### config.mk
export PLATFORM = sky130hd
export DESIGN_NAME = midi_running_status_parser
export DESIGN_NICKNAME = d
export VERILOG_FILES = /design/src/rtl/mrsp_pkg.sv /design/src/rtl/midi_running_status_parser.sv
export VERILOG_INCLUDE_DIRS = /design/src /design/src/rtl
export SDC_FILE = /design/constraint.sdc
export NUM_CORES = 1
export LEC_CHECK = 0
export BUFFER_PORTS_ARGS = -buffer_cell sky130_fd_sc_hd__buf_2
export CAP_MARGIN = 20
export CELL_PAD_IN_SITES_DETAIL_PLACEMENT = 0
export CELL_PAD_IN_SITES_GLOBAL_PLACEMENT = 1
export CORE_ASPECT_RATIO = 2
export CORE_MARGIN = 2
export CORE_UTILIZATION = 45
export DETAILED_ROUTE_END_ITERATION = 6
export GPL_ROUTABILITY_DRIVEN = 0
export HOLD_SLACK_MARGIN = 0.08
export PLACE_DENSITY = 0.75
export SYNTH_ARGS = -nofsm -noshare
export SYNTH_HDL_FRONTEND = slang
export SYNTH_SLANG_ARGS = --single-unit
### constraint.sdc
create_clock -name i_clk -period 4.75 [get_ports i_clk]
set_input_delay 0.475 -clock i_clk [delete_from_list [all_inputs] [get_ports i_clk]]
set_output_delay 0.475 -clock i_clk [all_outputs]
set_load 0.01 [all_outputs]
### src/rtl/assert_macros.svh
// Assertion helpers shared by the RTL files.
// Each macro checks on the rising edge of i_clk.
`ifndef ASSERT_MACROS_SVH
`define ASSERT_MACROS_SVH

// Check a property outside of reset
`define ASSERT_CLK(label, prop, msg) \
    label: assert property (@(posedge i_clk) disable iff (!i_rst_n) (prop)) else $error(msg);

// Check a property at every edge, reset included
`define ASSERT_ALWAYS(label, prop, msg) \
    label: assert property (@(posedge i_clk) (prop)) else $error(msg);

`endif

### src/rtl/mrsp_pkg.sv
// ----------------------------------------------------------------------------
// mrsp_pkg
// Widths, status byte codes, event codes and the result record of the
// MIDI running status parser.
// ----------------------------------------------------------------------------
`default_nettype none

package mrsp_pkg;

    // Field widths
    localparam int BYTE_W  = 8;
    localparam int KIND_W  = 3;
    localparam int VALUE_W = 7;

    // Status byte codes and boundaries
    localparam logic [BYTE_W-1:0] REALTIME_MIN = 8'hF8;
    localparam logic [BYTE_W-1:0] SYS_BASE     = 8'hF0;
    localparam logic [BYTE_W-1:0] PROG_BASE    = 8'hC0;
    localparam logic [BYTE_W-1:0] PITCH_BASE   = 8'hE0;
    localparam logic [BYTE_W-1:0] SONG_POS     = 8'hF2;
    localparam logic [BYTE_W-1:0] SONG_SEL     = 8'hF3;
    localparam logic [BYTE_W-1:0] TUNE_REQ     = 8'hF6;
    localparam logic [BYTE_W-1:0] NOTE_OFF_ST  = 8'h80;
    localparam logic [BYTE_W-1:0] NOTE_ON_ST   = 8'h90;
    localparam logic [BYTE_W-1:0] CTRL_ST      = 8'hB0;
    localparam logic [BYTE_W-1:0] CHAN_MASK    = 8'hF0;
    localparam logic [BYTE_W-1:0] NO_STATUS    = 8'h00;

    // Reported event codes
    typedef enum logic [KIND_W-1:0] {
        EV_NONE     = 3'd0,
        EV_REALTIME = 3'd1,
        EV_NOTE_ON  = 3'd2,
        EV_NOTE_OFF = 3'd3,
        EV_CONTROL  = 3'd4
    } t_event_kind;

    // One result item
    typedef struct packed {
        logic [BYTE_W-1:0]  through_byte;
        t_event_kind        event_kind;
        logic [BYTE_W-1:0]  first_value;
        logic [VALUE_W-1:0] second_value;
    } t_result;

endpackage

`default_nettype wire

### src/rtl/midi_running_status_parser.sv
// ----------------------------------------------------------------------------
// midi_running_status_parser
// Omni MIDI receive parser with running status: echoes every byte and
// reports realtime bytes, note on, note off and control change.
// ----------------------------------------------------------------------------
//  channel | direction | handshake          | payload
//  input   | in        | i_valid / o_stall  | i_rx_byte
//  output  | out       | o_valid / i_stall  | o_through_byte, o_event_kind,
//          |           |                    | o_first_value, o_second_value
//
//  Each byte is parsed in the cycle of its transfer and its result is
//  registered on the output register; one byte per cycle while o_stall is low.
//  The parse is one level of compare logic against the running status.
//  A skid register takes one more result while the output is stalled;
//  o_stall rises only when that skid register is full.
//  Synchronous active-low reset clears the running status, the flags and
//  both valid bits.
// ----------------------------------------------------------------------------
`default_nettype none
`include "assert_macros.svh"

module midi_running_status_parser (
    input  wire logic                          i_clk,
    input  wire logic                          i_rst_n,
    input  wire logic                          i_valid,
    output logic                               o_stall,
    input  wire logic [mrsp_pkg::BYTE_W-1:0]   i_rx_byte,
    output logic                               o_valid,
    input  wire logic                          i_stall,
    output logic [mrsp_pkg::BYTE_W-1:0]        o_through_byte,
    output logic [mrsp_pkg::KIND_W-1:0]        o_event_kind,
    output logic [mrsp_pkg::BYTE_W-1:0]        o_first_value,
    output logic [mrsp_pkg::VALUE_W-1:0]       o_second_value
);
    import mrsp_pkg::*;

    // Parser state
    logic [BYTE_W-1:0] r_running_status, n_running_status;
    logic              r_await,          n_await;
    logic [BYTE_W-1:0] r_first_data,     n_first_data;

    // Output and skid stages
    t_result r_out,  r_skid;
    logic    r_out_valid, r_skid_valid;
    t_result n_result;

    logic              in_xfer;
    logic [BYTE_W-1:0] masked_status;

    assign in_xfer       = i_valid && !r_skid_valid;
    assign masked_status = r_running_status & CHAN_MASK;

    // Parse one byte against the running status
    always_comb begin
        n_running_status      = r_running_status;
        n_await               = r_await;
        n_first_data          = r_first_data;
        n_result.through_byte = i_rx_byte;
        n_result.event_kind   = EV_NONE;
        n_result.first_value  = '0;
        n_result.second_value = '0;

        if (i_rx_byte[BYTE_W-1]) begin
            if (i_rx_byte >= REALTIME_MIN) begin
                n_result.event_kind  = EV_REALTIME;
                n_result.first_value = i_rx_byte;
            end else begin
                n_running_status = i_rx_byte;
                n_await          = 1'b0;
                if (i_rx_byte == TUNE_REQ) begin
                    n_first_data = i_rx_byte;
                end
            end
        end else if (r_await) begin
            // Second data byte completes the message
            n_await          = 1'b0;
            n_running_status = masked_status;
            case (masked_status)
                NOTE_ON_ST: begin
                    n_result.event_kind   = EV_NOTE_ON;
                    n_result.first_value  = r_first_data;
                    n_result.second_value = i_rx_byte[VALUE_W-1:0];
                end
                NOTE_OFF_ST: begin
                    n_result.event_kind   = EV_NOTE_OFF;
                    n_result.first_value  = r_first_data;
                    n_result.second_value = i_rx_byte[VALUE_W-1:0];
                end
                CTRL_ST: begin
                    n_result.event_kind   = EV_CONTROL;
                    n_result.first_value  = r_first_data;
                    n_result.second_value = i_rx_byte[VALUE_W-1:0];
                end
                default: begin
                    n_result.event_kind = EV_NONE;
                end
            endcase
        end else if (r_running_status == NO_STATUS) begin
            // Drop data without status
            n_await = 1'b0;
        end else if (r_running_status < PROG_BASE) begin
            n_await      = 1'b1;
            n_first_data = i_rx_byte;
        end else if (r_running_status < PITCH_BASE) begin
            n_first_data = i_rx_byte;
        end else if (r_running_status < SYS_BASE) begin
            n_await      = 1'b1;
            n_first_data = i_rx_byte;
        end else if (r_running_status == SONG_POS) begin
            n_running_status = NO_STATUS;
            n_await          = 1'b1;
            n_first_data     = i_rx_byte;
        end else if (r_running_status == SONG_SEL) begin
            n_running_status = NO_STATUS;
            n_first_data     = i_rx_byte;
        end else begin
            n_running_status = NO_STATUS;
        end
    end

    // Advance parser state on each input transfer
    always_ff @(posedge i_clk) begin
        if (!i_rst_n) begin
            r_running_status <= NO_STATUS;
            r_await          <= 1'b0;
            r_first_data     <= '0;
        end else if (in_xfer) begin
            r_running_status <= n_running_status;
            r_await          <= n_await;
            r_first_data     <= n_first_data;
        end
    end

    // Output register with skid stage behind it
    always_ff @(posedge i_clk) begin
        if (!i_rst_n) begin
            r_out_valid  <= 1'b0;
            r_skid_valid <= 1'b0;
        end else if (!r_out_valid || !i_stall) begin
            if (r_skid_valid) begin
                r_out_valid  <= 1'b1;
                r_skid_valid <= 1'b0;
            end else begin
                r_out_valid  <= in_xfer;
            end
        end else if (in_xfer) begin
            r_skid_valid <= 1'b1;
        end
    end

    always_ff @(posedge i_clk) begin
        if (!r_out_valid || !i_stall) begin
            r_out <= r_skid_valid ? r_skid : n_result;
        end else if (in_xfer) begin
            r_skid <= n_result;
        end
    end

    // Drive ports
    assign o_stall        = r_skid_valid;
    assign o_valid        = r_out_valid;
    assign o_through_byte = r_out.through_byte;
    assign o_event_kind   = r_out.event_kind;
    assign o_first_value  = r_out.first_value;
    assign o_second_value = r_out.second_value;

    // Checks
    `ASSERT_ALWAYS(a_skid_needs_out, (!i_rst_n || !r_skid_valid || r_out_valid), "skid full while output empty")
    `ASSERT_CLK(a_quiet_second, (o_valid && (r_out.event_kind == EV_NONE || r_out.event_kind == EV_REALTIME)) |-> (o_second_value == '0), "second value set without note or control event")
    `ASSERT_CLK(a_status_clears_await, (in_xfer && i_rx_byte[BYTE_W-1] && (i_rx_byte < REALTIME_MIN)) |=> !r_await, "status byte left second data pending")

endmodule

`default_nettype wire

* Word level (Yosys, flattened, before mapping)
Index checks and enable logic that the tools add are counted.
Word-level totals: register bits after elaboration 71, output and inout bits 28, word-level logic and storage cells 84, input port bits 12
Operators by class: multiplexer cells 33, bitwise operators 2, reduce and logical (&&, ||, !) cells 14, order comparisons 4, equal/unequal tests 17
Operators by type and width (count):
- two-way mux 8 bit | 17
- two-way mux 26 bit | 1
- equality test 8 bit, second input constant | 3
- less-than comparator 8 bit, second input constant | 3
- two-way mux 18 bit | 1
- two-way mux 15 bit | 1
- equality test 4 bit, second input constant | 3
- != test 2 bit, second input constant | 6
- != test 3 bit, second input constant | 4
- AND reduction 6 bit | 2
- two-way mux 11 bit | 1
- two-way mux 1 bit | 9
- two-way mux 9 bit | 1
- one-hot mux 3 bit (3 select lines) | 1
- >= comparator 8 bit, second input constant | 1
- logical NOT 8 bit | 1
- two-way mux 7 bit | 1
- AND reduction 7 bit | 1
- nonzero test 6 bit | 1
- AND reduction 2 bit | 2
- logical NOT 1 bit | 3
- OR reduction 3 bit | 1
- != test 2 x 1 -> 1 bit, second input constant | 1
- NOT 1 bit | 2
- other kinds (3) | 3

* Depth between registers and ports, before layout
depth in word-level cells 9, gate-level depth with buffers 6, mapped depth without buffers 5

* Least setup slack after synthesis
Ideal clock, no wire load.
path kind input port to flip-flop, start point input i_stall, end point register r_skid[0] in the netlist's numbering, enable pin, path buffers 0, arrival 2.288 ns, stages on the path 2, slack 2.053 ns, data required time 4.341 ns, setup time 0.409 ns, cell sequence nand2_1 nor2_1
Between the ends: word-level cells in the longest chain between the ends 4
RTL lines:
- start: declaration | RTL line midi_running_status_parser.sv:29 | input wire logic i_stall,
- logical NOT 1 bit | RTL line midi_running_status_parser.sv:152 | if (!r_out_valid || !i_stall) begin
- logical OR 1 bit | RTL line midi_running_status_parser.sv:152
- NOT 1 bit (no source line)
- AND reduction 2 bit (no source line)
- end signal: assignment | RTL line midi_running_status_parser.sv:155 | r_skid <= n_result;
- end: declaration | RTL line midi_running_status_parser.sv:43 | t_result r_out, r_skid;
No other way between the ends. A chain may end at the register's enable or synchronous reset.

* Final worst setup path
start point register r_skid_valid, in the netlist o_stall, end point output o_stall
RTL lines:
- start: declaration | RTL line midi_running_status_parser.sv:44 | logic r_out_valid, r_skid_valid;
- start signal: assignment | RTL line midi_running_status_parser.sv:138 | r_skid_valid <= 1'b0;
- start signal: assignment | RTL line midi_running_status_parser.sv:142 | r_skid_valid <= 1'b0;
- start signal: assignment | RTL line midi_running_status_parser.sv:147 | r_skid_valid <= 1'b1;
- end: declaration | RTL line midi_running_status_parser.sv:26 | output logic o_stall,
No word-level cell between the ends.

==> results.json <==
{
  "status": "complete, no violations",
  "cp_data_arrival_time_ns": 1.55,
  "core-area_um2": 6310,
  "synth_compound_area_share_pct": 8.022,
  "cp-end-kind": "output pin",
  "routed_via_density": 5.121,
  "synth_nets": 216,
  "vias": 1731,
  "synth.distinct_cells": 38,
  "r2r-end": "r_first_data[1]",
  "rr_worst_depth": 5,
  "synth_top_family_by_area": "simple AND/OR/NAND/NOR gates",
  "worstMarginPinSlew_ns": 0.5675,
  "fmax_ghz": 0.4932,
  "synth_edf_count": 52,
  "cp_max_fo": 18,
  "insertion_delay_ns": 0.33,
  "min_period_ns": 2.028,
  "synth.avg_cell_area_um2": 14.30,
  "ys.flop_type": "edfxtp_1",
  "cap_violations": 0,
  "dpl.hpwl_um": 3689,
  "antenna_found_initial": 0,
  "p_comb_share_pct": 6.0,
  "ctsResizeCount": 0,
  "htreeDepth": 3,
  "overflow": 0,
  "cp-startpoint": "o_stall",
  "cp-start-kind": "flop",
  "tns_ns": 0,
  "port_buffers": 39,
  "grt_pass1_wl_um": 9197,
  "p_per_area_nw_per_um2": 416.0,
  "die-height_um": 117.9,
  "start_util_pct": 46.22,
  "hp-class": "in2reg",
  "cts_tree": "yes",
  "pwr-share-seq_pct": 48.3,
  "p_clk_share_pct": 45.6,
  "syn_area_um2": 2917,
  "layout_commonest_cell": "edfxtp_1",
  "seq_area_frac_synth_pct": 66.58,
  "max_slew_margin_pct": 62.12,
  "synthCells": 204,
  "ys_warn_count": 0,
  "power.internal_uw": 1158,
  "diodes": 0,
  "cp.required_ns": 4.28,
  "synth_fa_ha_area_share_pct": 0,
  "post_cts_buffers": 0,
  "r2r_start": "o_stall",
  "root_buffer": "clkbuf_16",
  "grt_pass1_vias": 1790,
  "reg2reg_slack_ns": 2.87,
  "nets": 259,
  "power_switching_uw": 297.3,
  "grt_max_degree": 30,
  "switching_share_pct": 20.43,
  "clock-sinks": 71,
  "layout-area-overhead-vs-synth_pct": 19.95,
  "cts.clk_slew.worst_paths_ns": 0.05,
  "grt.total_usage_pct": 17.96,
  "crit_type": "reg2out",
  "drt_iter0_markers": 59,
  "drt_wl_total_um": 5627,
  "ant_nets": 0,
  "finalMaxSlewViolations": 0,
  "synthMuxAreaShare_pct": 11.67,
  "fin_crit_sh_pct": 42.68,
  "drtPass1Iterations": 4,
  "rsz0062_at_grt": "no",
  "pin_count": 40,
  "synth-xor-area-share_pct": 0,
  "clockBufferDepth": 2,
  "setup.worst_path.end": "o_stall",
  "setup_viol": 0,
  "cts-buffers-inserted": 9,
  "synthArstFlopShare_pct": 0,
  "postCtsHoldBufs": 0,
  "row_count": 41,
  "route.detailed.wl_per_inst_um": 16.65,
  "hold_viol_final": 0,
  "drc": 0,
  "p_leak_uw": 0.001394,
  "peakVddDrop_uv": 257.4,
  "finClkSkew_ns": 0.005091,
  "dieArea_um2": 7180,
  "final_util_pct": 55.44,
  "ys_ff_latch": 71,
  "final_cell_mix": "edfxtp_1, buf_2, mux2_2",
  "fp.dieW_um": 60.93,
  "synth-simple-area-share_pct": 11.75,
  "drive_gt1_share_pct": 38.49
}
worst min-delay path by stage:
stage,endpoint,slack (ns),cells after the start,startpoint
finish,r_skid[20],0.44,1,i_rx_byte[2]
global placement,r_first_data[0],0.44,2,r_first_data[0]
floorplan,r_first_data[2],0.43,2,r_first_data[2]
CTS,r_skid[25],0.43,1,i_rx_byte[7]
global route,r_skid[23],0.44,1,i_rx_byte[5]
detailed placement,r_first_data[4],0.45,2,r_first_data[4]
layout make-up:
cell class	count	area, um^2
sequential	71	1942
fill	559	2811
tap	86	107.6
clock buffer	12	256.5
multi-input combinational	120	919.6
clock inverter	4	43.79
timing repair buffer	42	217.7
inverter	3	11.26
sequential cells by signal, indices dropped and copies added, names as in the netlist:
name              cells
o_event_kind          3
o_second_value        7
o_first_value         8
r_await               1
o_valid               1
o_through_byte        8
o_stall               1
r_skid               26
r_first_data          8
r_running_status      8
stage by stage:
| stage | area (um^2) | worst slack (ns) | hold slack, ns | total power (uW) | cells |
|---|---|---|---|---|---|
| 3_3_place_gp | 3198 | 2.700 | 0.4437 | 804.4 | 322 |
| 6_report | 3498 | 2.722 | 0.4384 | 1455 | 338 |
| 3_5_place_dp | 3198 | 2.688 | 0.4497 | 805.1 | 322 |
| 5_1_grt | 3498 | 2.612 | 0.4404 | 1510 | 338 |
| 2_1_floorplan | 2917 | 2.053 | 0.4341 | 767.0 | 204 |
| 4_1_cts | 3498 | 2.680 | 0.4267 | 1476 | 338 |
power by group through the flow:
stage	Clock, uW	Sequential [uW]	Combinational [uW]
after CTS	683	703	89.6
final	664	703	87.8
after detailed placement	0	716	89.2
after global placement	0	715	89.1
after global routing	706	706	98.0
after floorplan	0	722	44.9
routing by layer:
layer | vias to the layer above | global-route usage (%) | wire length (um)
met2 | 36 | 28.43 | 2976
met5 | - | 0 | 0
met4 | 0 | 9.511 | 154
li1 | 843 | - | -
met3 | 12 | 4.835 | 164
met1 | 840 | 21.45 | 2331
critical path, cell delays in order (launching register included):
cell	delay [ns]
dfxtp_1	0.68
buf_4	0.36
buf_2	0.18
synthesized netlist by cell type, types with 2 or more instances:
library cell   n  area [um^2]
a21boi_0       2        15.01
inv_1          2        7.510
a21oi_1        4        20.02
nand2b_1       2        12.51
dfxtp_1       19        380.4
nor2_1         4        15.01
a22o_1         2        17.52
nor4_1         2        12.51
a21o_1         2        15.01
mux2_2        24        270.3
o31ai_1        2        15.01
a21o_2         3        26.28
nand2_1       22        82.58
clkbuf_1       8        30.03
and2_1         3        18.77
mux2i_1        7        70.07
a22oi_1        7        52.55
nor2b_1        8        50.05
and2_4         7        61.31
o21ai_0        4        20.02
edfxtp_1      52         1562
and4_1         2        17.52
cell families (layout without fill, tap and decap cells):
family          count (synthesis)  in the layout
simple gates                   58             58
flops                          71             71
mux                            31             31
compound gates                 31             31
buf+inv                        13             61
Power figures use the tool's default switching activity.
